### src/rtl/tses_pkg.sv
`default_nettype none

package tses_pkg;

  localparam int unsigned SUM_W = 64;
  localparam int unsigned TERM_W = 63;
  localparam int unsigned X_W = 5;
  localparam int unsigned N_W = 5;
  localparam int unsigned SQ_W = 2 * X_W;
  localparam int unsigned P_W = 72;
  localparam int unsigned STEP_BITS = 8;
  localparam int unsigned DIV_CYCLES = P_W / STEP_BITS;
  localparam int unsigned DCNT_W = $clog2(DIV_CYCLES);
  localparam int unsigned DIV_W = 16;
  localparam int unsigned CORE_W = 11;
  localparam int unsigned SINE_PRE_SHIFT = 3;
  localparam int unsigned SINE_SCALE = 25;
  localparam int unsigned SINE_FIRST_DIV = 10;

  typedef enum logic [0:0] {
    KIND_EXP  = 1'b0,
    KIND_SINE = 1'b1
  } kind_e;

  typedef struct packed {
    logic           load;
    logic           prep;
    logic           div_step;
    logic           acc;
    logic           publish;
    logic [N_W-1:0] idx;
  } dp_cmd_t;

endpackage

`default_nettype wire

### src/rtl/tses_ctrl.sv
`default_nettype none

module tses_ctrl #(
  parameter int unsigned MAX_TERMS = 26
) (
  input  wire logic                      clk_i,
  input  wire logic                      rst_ni,
  input  wire logic                      in_valid_i,
  input  wire logic                      kind_i,
  input  wire logic [tses_pkg::N_W-1:0]  term_count_i,
  output logic                           in_stall_o,
  input  wire logic                      out_stall_i,
  output logic                           out_valid_o,
  output tses_pkg::dp_cmd_t              cmd_o
);

  typedef enum logic [4:0] {
    S_IDLE = 5'b00001,
    S_PREP = 5'b00010,
    S_DIV  = 5'b00100,
    S_ACC  = 5'b01000,
    S_DONE = 5'b10000
  } state_e;

  state_e                         state_q, state_d;
  logic [tses_pkg::N_W-1:0]       idx_q, idx_d;
  logic [tses_pkg::N_W-1:0]       limit_q, limit_d;
  logic [tses_pkg::DCNT_W-1:0]    dcnt_q, dcnt_d;
  logic                           out_valid_q, out_valid_d;
  logic [tses_pkg::N_W-1:0]       n_cl;

  always_comb begin
    if ({1'b0, term_count_i} > (tses_pkg::N_W + 1)'(MAX_TERMS)) begin
      n_cl = tses_pkg::N_W'(MAX_TERMS);
    end else begin
      n_cl = term_count_i;
    end
  end

  always_comb begin
    state_d     = state_q;
    idx_d       = idx_q;
    limit_d     = limit_q;
    dcnt_d      = dcnt_q;
    out_valid_d = out_valid_q && out_stall_i;
    cmd_o       = '0;
    cmd_o.idx   = idx_q;
    unique case (state_q)
      S_IDLE: begin
        if (in_valid_i) begin
          cmd_o.load = 1'b1;
          idx_d      = tses_pkg::N_W'(1);
          if (kind_i == tses_pkg::KIND_SINE) begin
            limit_d = (n_cl < tses_pkg::N_W'(2)) ? tses_pkg::N_W'(1) : n_cl;
            state_d = S_PREP;
          end else if (n_cl == tses_pkg::N_W'(1)) begin
            state_d = S_DONE;
          end else begin
            limit_d = (n_cl == '0) ? tses_pkg::N_W'(1) : n_cl - tses_pkg::N_W'(1);
            state_d = S_PREP;
          end
        end
      end
      S_PREP: begin
        cmd_o.prep = 1'b1;
        dcnt_d     = '0;
        state_d    = S_DIV;
      end
      S_DIV: begin
        cmd_o.div_step = 1'b1;
        dcnt_d         = dcnt_q + tses_pkg::DCNT_W'(1);
        if (dcnt_q == tses_pkg::DCNT_W'(tses_pkg::DIV_CYCLES - 1)) begin
          state_d = S_ACC;
        end
      end
      S_ACC: begin
        cmd_o.acc = 1'b1;
        if (idx_q == limit_q) begin
          state_d = S_DONE;
        end else begin
          idx_d   = idx_q + tses_pkg::N_W'(1);
          state_d = S_PREP;
        end
      end
      S_DONE: begin
        if (!out_valid_q || !out_stall_i) begin
          cmd_o.publish = 1'b1;
          out_valid_d   = 1'b1;
          state_d       = S_IDLE;
        end
      end
      default: begin
        state_d = S_IDLE;
      end
    endcase
  end

  always_ff @(posedge clk_i or negedge rst_ni) begin
    if (!rst_ni) begin
      state_q     <= S_IDLE;
      idx_q       <= '0;
      limit_q     <= '0;
      dcnt_q      <= '0;
      out_valid_q <= 1'b0;
    end else begin
      state_q     <= state_d;
      idx_q       <= idx_d;
      limit_q     <= limit_d;
      dcnt_q      <= dcnt_d;
      out_valid_q <= out_valid_d;
    end
  end

  assign in_stall_o  = (state_q != S_IDLE);
  assign out_valid_o = out_valid_q;

endmodule

`default_nettype wire

### src/rtl/tses_dp.sv
`default_nettype none

module tses_dp #(
  parameter int unsigned FRAC_BITS = 24
) (
  input  wire logic                            clk_i,
  input  wire logic                            kind_i,
  input  wire logic [tses_pkg::X_W-1:0]        x_value_i,
  input  wire tses_pkg::dp_cmd_t               cmd_i,
  output logic signed [tses_pkg::SUM_W-1:0]    series_sum_o
);

  localparam int unsigned TW = tses_pkg::TERM_W;
  localparam int unsigned SW = tses_pkg::SUM_W;
  localparam int unsigned PW = tses_pkg::P_W;
  localparam int unsigned DW = tses_pkg::DIV_W;
  localparam int unsigned PEW = TW + tses_pkg::X_W;
  localparam int unsigned PSW = TW + tses_pkg::SQ_W;
  localparam logic [TW-1:0] ONE = TW'(1) << FRAC_BITS;
  localparam logic [SW-1:0] POS_CAP = {1'b0, {(SW - 1){1'b1}}};

  logic                          kind_q;
  logic [tses_pkg::X_W-1:0]      x_q;
  logic [tses_pkg::SQ_W-1:0]     xsq_q;
  logic [TW-1:0]                 term_q;
  logic [SW-1:0]                 sum_q;
  logic [PW-1:0]                 dq_q;
  logic [DW-1:0]                 rem_q;
  logic [DW-1:0]                 div_q;
  logic [SW-1:0]                 out_q;

  logic                                   is_sine;
  logic                                   first_sine;
  logic [PEW-1:0]                         prod_exp;
  logic [PSW-1:0]                         prod_sine;
  logic [tses_pkg::N_W-1:0]               jm1;
  logic [tses_pkg::N_W:0]                 j2m1;
  logic [tses_pkg::CORE_W-1:0]            core;
  logic [DW-1:0]                          div_sine;
  logic [PW-1:0]                          prep_dvd;
  logic [DW-1:0]                          prep_div;
  logic [PW-1:0]                          dq_v;
  logic [DW-1:0]                          rem_v;
  logic [DW:0]                            trial;
  logic [TW-1:0]                          term_new;
  logic [SW-1:0]                          sum_add;
  logic [SW-1:0]                          sum_new;

  assign is_sine    = (kind_q == tses_pkg::KIND_SINE);
  assign first_sine = is_sine && (cmd_i.idx == tses_pkg::N_W'(1));

  assign prod_exp  = PEW'(term_q) * PEW'(x_q);
  assign prod_sine = PSW'(term_q) * PSW'(xsq_q);
  assign jm1       = cmd_i.idx - tses_pkg::N_W'(1);
  assign j2m1      = {cmd_i.idx, 1'b0} - (tses_pkg::N_W + 1)'(1);
  assign core      = tses_pkg::CORE_W'(jm1) * tses_pkg::CORE_W'(j2m1);
  assign div_sine  = DW'(core) * DW'(tses_pkg::SINE_SCALE);

  always_comb begin
    if (first_sine) begin
      prep_dvd = PW'(x_q) << FRAC_BITS;
      prep_div = DW'(tses_pkg::SINE_FIRST_DIV);
    end else if (is_sine) begin
      prep_dvd = PW'(prod_sine >> tses_pkg::SINE_PRE_SHIFT);
      prep_div = div_sine;
    end else begin
      prep_dvd = PW'(prod_exp);
      prep_div = DW'(cmd_i.idx);
    end
  end

  always_comb begin
    dq_v  = dq_q;
    rem_v = rem_q;
    trial = '0;
    for (int unsigned i = 0; i < tses_pkg::STEP_BITS; i++) begin
      trial = {rem_v, dq_v[PW-1]};
      dq_v  = dq_v << 1;
      if (trial >= {1'b0, div_q}) begin
        rem_v   = DW'(trial - {1'b0, div_q});
        dq_v[0] = 1'b1;
      end else begin
        rem_v = DW'(trial);
      end
    end
  end

  always_comb begin
    if (|dq_q[PW-1:TW]) begin
      term_new = {TW{1'b1}};
    end else begin
      term_new = dq_q[TW-1:0];
    end
    sum_add = sum_q + {1'b0, term_new};
    if (!is_sine) begin
      sum_new = sum_add[SW-1] ? POS_CAP : sum_add;
    end else if (cmd_i.idx == tses_pkg::N_W'(1)) begin
      sum_new = {1'b0, term_new};
    end else if (!cmd_i.idx[0]) begin
      sum_new = sum_q - {1'b0, term_new};
    end else begin
      sum_new = sum_add;
    end
  end

  always_ff @(posedge clk_i) begin
    if (cmd_i.load) begin
      kind_q <= kind_i;
      x_q    <= x_value_i;
      xsq_q  <= tses_pkg::SQ_W'(x_value_i) * tses_pkg::SQ_W'(x_value_i);
      term_q <= ONE;
      sum_q  <= {1'b0, ONE};
    end
    if (cmd_i.prep) begin
      dq_q  <= prep_dvd;
      div_q <= prep_div;
      rem_q <= '0;
    end
    if (cmd_i.div_step) begin
      dq_q  <= dq_v;
      rem_q <= rem_v;
    end
    if (cmd_i.acc) begin
      term_q <= term_new;
      sum_q  <= sum_new;
    end
    if (cmd_i.publish) begin
      out_q <= sum_q;
    end
  end

  assign series_sum_o = out_q;

endmodule

`default_nettype wire

### src/rtl/taylor_series_exp_sine.sv
// Truncated Taylor sum of e^x or sin(x/10) as a signed value with FRAC_BITS
// fraction bits. A request on the input channel carries kind_i (0 for exp,
// 1 for sine), x_value_i and term_count_i, and is taken when in_valid_i is
// high and in_stall_o is low. The block works on one request at a time.
// Each computed series term takes a multiply step, the steps of the shared
// radix-256 divider and an accumulate step. The first exp term is the
// constant one and costs nothing; every sine term is computed. An exp
// request with n terms computes n - 1 of them (none for one term, one for
// zero terms); a sine request computes max(n, 1). The result becomes valid
// in the same cycle in which the next request can be taken. The term count
// is clamped to MAX_TERMS.
// The result stands on series_sum_o while out_valid_o is high and is taken
// when out_stall_i is low. While the receiver stalls, the next request is
// still accepted and computed; it waits for the output register to free up.
// Reset clears the controller and drops out_valid_o; no clearing pass runs.
`default_nettype none

module taylor_series_exp_sine #(
  parameter int unsigned FRAC_BITS = 24,
  parameter int unsigned MAX_TERMS = 26
) (
  input  wire logic                            clk_i,
  input  wire logic                            rst_ni,
  input  wire logic                            in_valid_i,
  output logic                                 in_stall_o,
  input  wire logic                            kind_i,
  input  wire logic [tses_pkg::X_W-1:0]        x_value_i,
  input  wire logic [tses_pkg::N_W-1:0]        term_count_i,
  output logic                                 out_valid_o,
  input  wire logic                            out_stall_i,
  output logic signed [tses_pkg::SUM_W-1:0]    series_sum_o
);

  tses_pkg::dp_cmd_t cmd;

  tses_ctrl #(
    .MAX_TERMS(MAX_TERMS)
  ) u_ctrl (
    .clk_i       (clk_i),
    .rst_ni      (rst_ni),
    .in_valid_i  (in_valid_i),
    .kind_i      (kind_i),
    .term_count_i(term_count_i),
    .in_stall_o  (in_stall_o),
    .out_stall_i (out_stall_i),
    .out_valid_o (out_valid_o),
    .cmd_o       (cmd)
  );

  tses_dp #(
    .FRAC_BITS(FRAC_BITS)
  ) u_dp (
    .clk_i       (clk_i),
    .kind_i      (kind_i),
    .x_value_i   (x_value_i),
    .cmd_i       (cmd),
    .series_sum_o(series_sum_o)
  );

endmodule

`default_nettype wire

### config.mk
export PLATFORM = sky130hd
export DESIGN_NAME = taylor_series_exp_sine
export DESIGN_NICKNAME = d
export VERILOG_FILES = /design/src/rtl/tses_pkg.sv /design/src/rtl/tses_ctrl.sv /design/src/rtl/tses_dp.sv /design/src/rtl/taylor_series_exp_sine.sv
export SDC_FILE = /design/constraint.sdc
export NUM_CORES = 2
export LEC_CHECK = 0
export BUFFER_PORTS_ARGS = -buffer_cell sky130_fd_sc_hd__buf_2
export CORE_UTILIZATION = 60
export CTS_BUF_LIST = sky130_fd_sc_hd__clkbuf_8
export DETAILED_ROUTE_END_ITERATION = 10
export GPL_TIMING_DRIVEN = 0
export PLACE_DENSITY = 0.8
export SLEW_MARGIN = 20
export SYNTH_ARGS = -nofsm -noshare
export SYNTH_HDL_FRONTEND = slang
export SYNTH_SLANG_ARGS = --single-unit
### constraint.sdc
create_clock -name clk_i -period 47.1 [get_ports clk_i]
set_clock_uncertainty 0.05 [all_clocks]
set_input_delay 4.71 -clock clk_i [delete_from_list [all_inputs] [get_ports clk_i]]
set_output_delay 4.71 -clock clk_i [all_outputs]
set_load 0.05 [all_outputs]
==> flow_summary.json <==
{
  "clk_latency_ns": 0.79,
  "clk_path_buf_depth": 3,
  "cp.arrival_ns": 30.68,
  "grt_pass1_vias": 50100,
  "dp_hpwl_mm": 159,
  "post-place-cells": 7915,
  "cts_buffers": 56,
  "avgSynthCellArea_um2": 8.70,
  "drc": 0,
  "cts_max_level": 2,
  "async_flop_share": 0.0608,
  "drt-wirelength-per-cell_um": 24.7,
  "period_needed_ns": 30.28,
  "synth_top_family_by_area": "adder cells",
  "yosys.area.top_type_share": 0.222,
  "critPathMaxStageDelay_ns": 0.70,
  "core_um2": 93900,
  "port_buffers": 79,
  "drive_above_1_share": 0.0439,
  "worstMarginPinSlew_ns": 1.31,
  "routed_wl_mm": 198,
  "path_clk_slew_ns": 0.07,
  "ys_ff_latch": 329,
  "hold_depth": 0,
  "fmax_mhz": 33.0,
  "grt_max_degree": 61,
  "die_w_um": 311,
  "io_pins": 81,
  "path_common_cell": "o21ai_0",
  "synth_nets": 7792,
  "hold_viol": 0,
  "rsz0062_at_grt": "no",
  "status": "complete, no violations",
  "r2r_slack_ns": 16.82,
  "r2r-end": "u_dp.rem_q[14]",
  "cts.sinks": 329,
  "cts-resized-gates": 0,
  "crit_required_ns": 47.51,
  "endpoint_kind": "flip-flop",
  "yosysUniqueCellTypes": 100,
  "antenna_found_initial": 19,
  "grt_usage": 0.402,
  "cp-start-kind": "flip-flop",
  "placed_cell_area_um2": 59300,
  "synth_adder_area_share": 0.346,
  "antenna_left": 0,
  "vias": 51800,
  "synth_area_leader_cell": "fa_1",
  "cts_hold_buf": 0,
  "rows": 112,
  "whs_endpoint": "u_dp.series_sum_o[11]",
  "worst-setup-path-type": "reg -> reg",
  "cts_setup_buffers": 0,
  "nNetsFinal": 7937,
  "r2r_start": "u_dp.div_q[1]",
  "slew_viol_final": 0,
  "die-height_um": 311,
  "cp_slowest_cell": "edfxtp_1",
  "synth_compound_gate_area_share": 0.170,
  "cp_max_fo": 10,
  "relSlewSlack": 0.126,
  "fin_area_um2": 60600,
  "hp-class": "reg -> reg",
  "yosys-mux-area-fraction": 0.0156,
  "dr.pass1.iters": 8,
  "overflow": 0,
  "gp_congestion": 1.04,
  "synthXorXnorAreaFrac": 0.0533,
  "synth-simple-area-share": 0.176,
  "initial_utilization": 0.609,
  "synthCells": 6575,
  "yosysSeqAreaShare": 0.171,
  "setup_viol": 0,
  "clock-root-buffer": "clkbuf_8",
  "drt_iter0_markers": 5638,
  "ys_warn_count": 0,
  "hold_start": "u_dp.sum_q[11]",
  "final.setup.tns_ns": 0,
  "r2r_cells": 111,
  "finalCritPeriodShare": 0.643,
  "grt_pass1_wl_mm": 295,
  "synth_ff_type": "edfxtp_1",
  "via_per_inst": 6.45,
  "syn_to_final_growth_pct": 6.04,
  "synth-edff-count": 309,
  "dieArea_um2": 96500,
  "max_cap_violations": 0,
  "cts_tree": "built",
  "syn_area_um2": 57200,
  "synthTopCellsByArea": "fa_1 22%, edfxtp_1 16%, ha_1 12%",
  "instances_no_fill": 8029,
  "nFillCells": 7999
}
[cell usage after synthesis (112+ instances only)]
cell type,number
clkbuf_1,304
fa_1,634
nor2_1,485
and2_1,464
a21o_1,164
edfxtp_1,309
o21ai_0,292
nand2_1,661
a21oi_1,461
xnor2_1,236
xor2_1,112
ha_1,568
inv_1,704
[how the worst max path moves through the flow]
stage,startpoint,to,slack (ns)
after floorplan,u_dp.div_q[1],u_dp.rem_q[12],24.13
after global placement,u_dp.div_q[1],u_dp.rem_q[14],17.89
after detailed placement,u_dp.div_q[1],u_dp.rem_q[14],17.53
after CTS,u_dp.div_q[1],u_dp.rem_q[14],17.37
after global routing,u_dp.div_q[1],u_dp.rem_q[14],14.57
final,u_dp.div_q[1],u_dp.rem_q[14],16.82
[layout make-up]
type / instances / area, µm² / area share
flip-flops and latches: 329 / 9780 / 0.161
diodes: 9 / 22.5 / 0.000371
repair buffers: 87 / 579 / 0.00955
clock inverters: 47 / 460 / 0.00759
inverters: 707 / 2660 / 0.0438
clock buffers: 57 / 785 / 0.0129
multi-input cells: 5212 / 43500 / 0.718
well taps: 1254 / 1570 / 0.0259
plain buffers: 327 / 1270 / 0.0209
[state kept, by name, indices dropped and copies added (netlist names), 5 cells and up]
name and cells:
u_dp.rem_q 16, u_dp.xsq_q 9, u_dp.series_sum_o 64, u_dp.div_q 16, u_dp.dq_q 72, u_ctrl.idx_q 5
u_ctrl.limit_q 5, u_dp.term_q 63, u_ctrl.state_q 5, u_dp.sum_q 64
[layout by cell type (no fill, tap or decap), types with 57 or more instances in the layout]
cell type / n
fa_1: 634
clkbuf_1: 296
a21o_1: 164
ha_1: 568
nor2_1: 485
nand3_1: 87
and2_1: 464
inv_1: 711
nor3_1: 71
xnor2_1: 236
nand2_1: 660
xor2_1: 112
o21a_1: 97
clkbuf_8: 57
o21ai_0: 292
a21oi_1: 460
buf_2: 86
o21bai_1: 87
edfxtp_1: 309
[stage by stage]
stage	setup WS, ns	util	hold WS [ns]
2_1_floorplan	24.13	-	0.407
3_3_place_gp	17.89	0.630	0.426
3_5_place_dp	17.53	0.632	0.441
4_1_cts	17.37	0.645	0.431
5_1_grt	14.57	0.646	0.434
6_report	16.82	0.646	0.428
[metal layers]
layer | global-route usage | part of all wire
met5 | 0 | 0.00016
met4 | 0.244 | 0.073
met3 | 0.100 | 0.12
met2 | 0.615 | 0.44
met1 | 0.514 | 0.37
[kinds of logic after synthesis]
logic type,after synthesis
compound gates,1499
fa+ha+maj,1202
flops,329
other cells,2
simple gates,2079
mux,82
buf+inv,1034
xor+xnor,348
[critical path: cells and delay by family (launching register included)]
| kind | cells | cell delay (ns) |
|---|---|---|
| buffers and inverters | 19 | 5.86 |
| DFF | 1 | 0.70 |
| and+or+nand+nor | 21 | 3.65 |
| AOI/OAI and AO/OA | 62 | 16.55 |
| muxes | 1 | 0.34 |
| adders and majority gates | 8 | 2.75 |
Power is left out: the tool's default activity adds up to more than one toggle a clock period on the data nets, which glitch-free logic cannot reach.
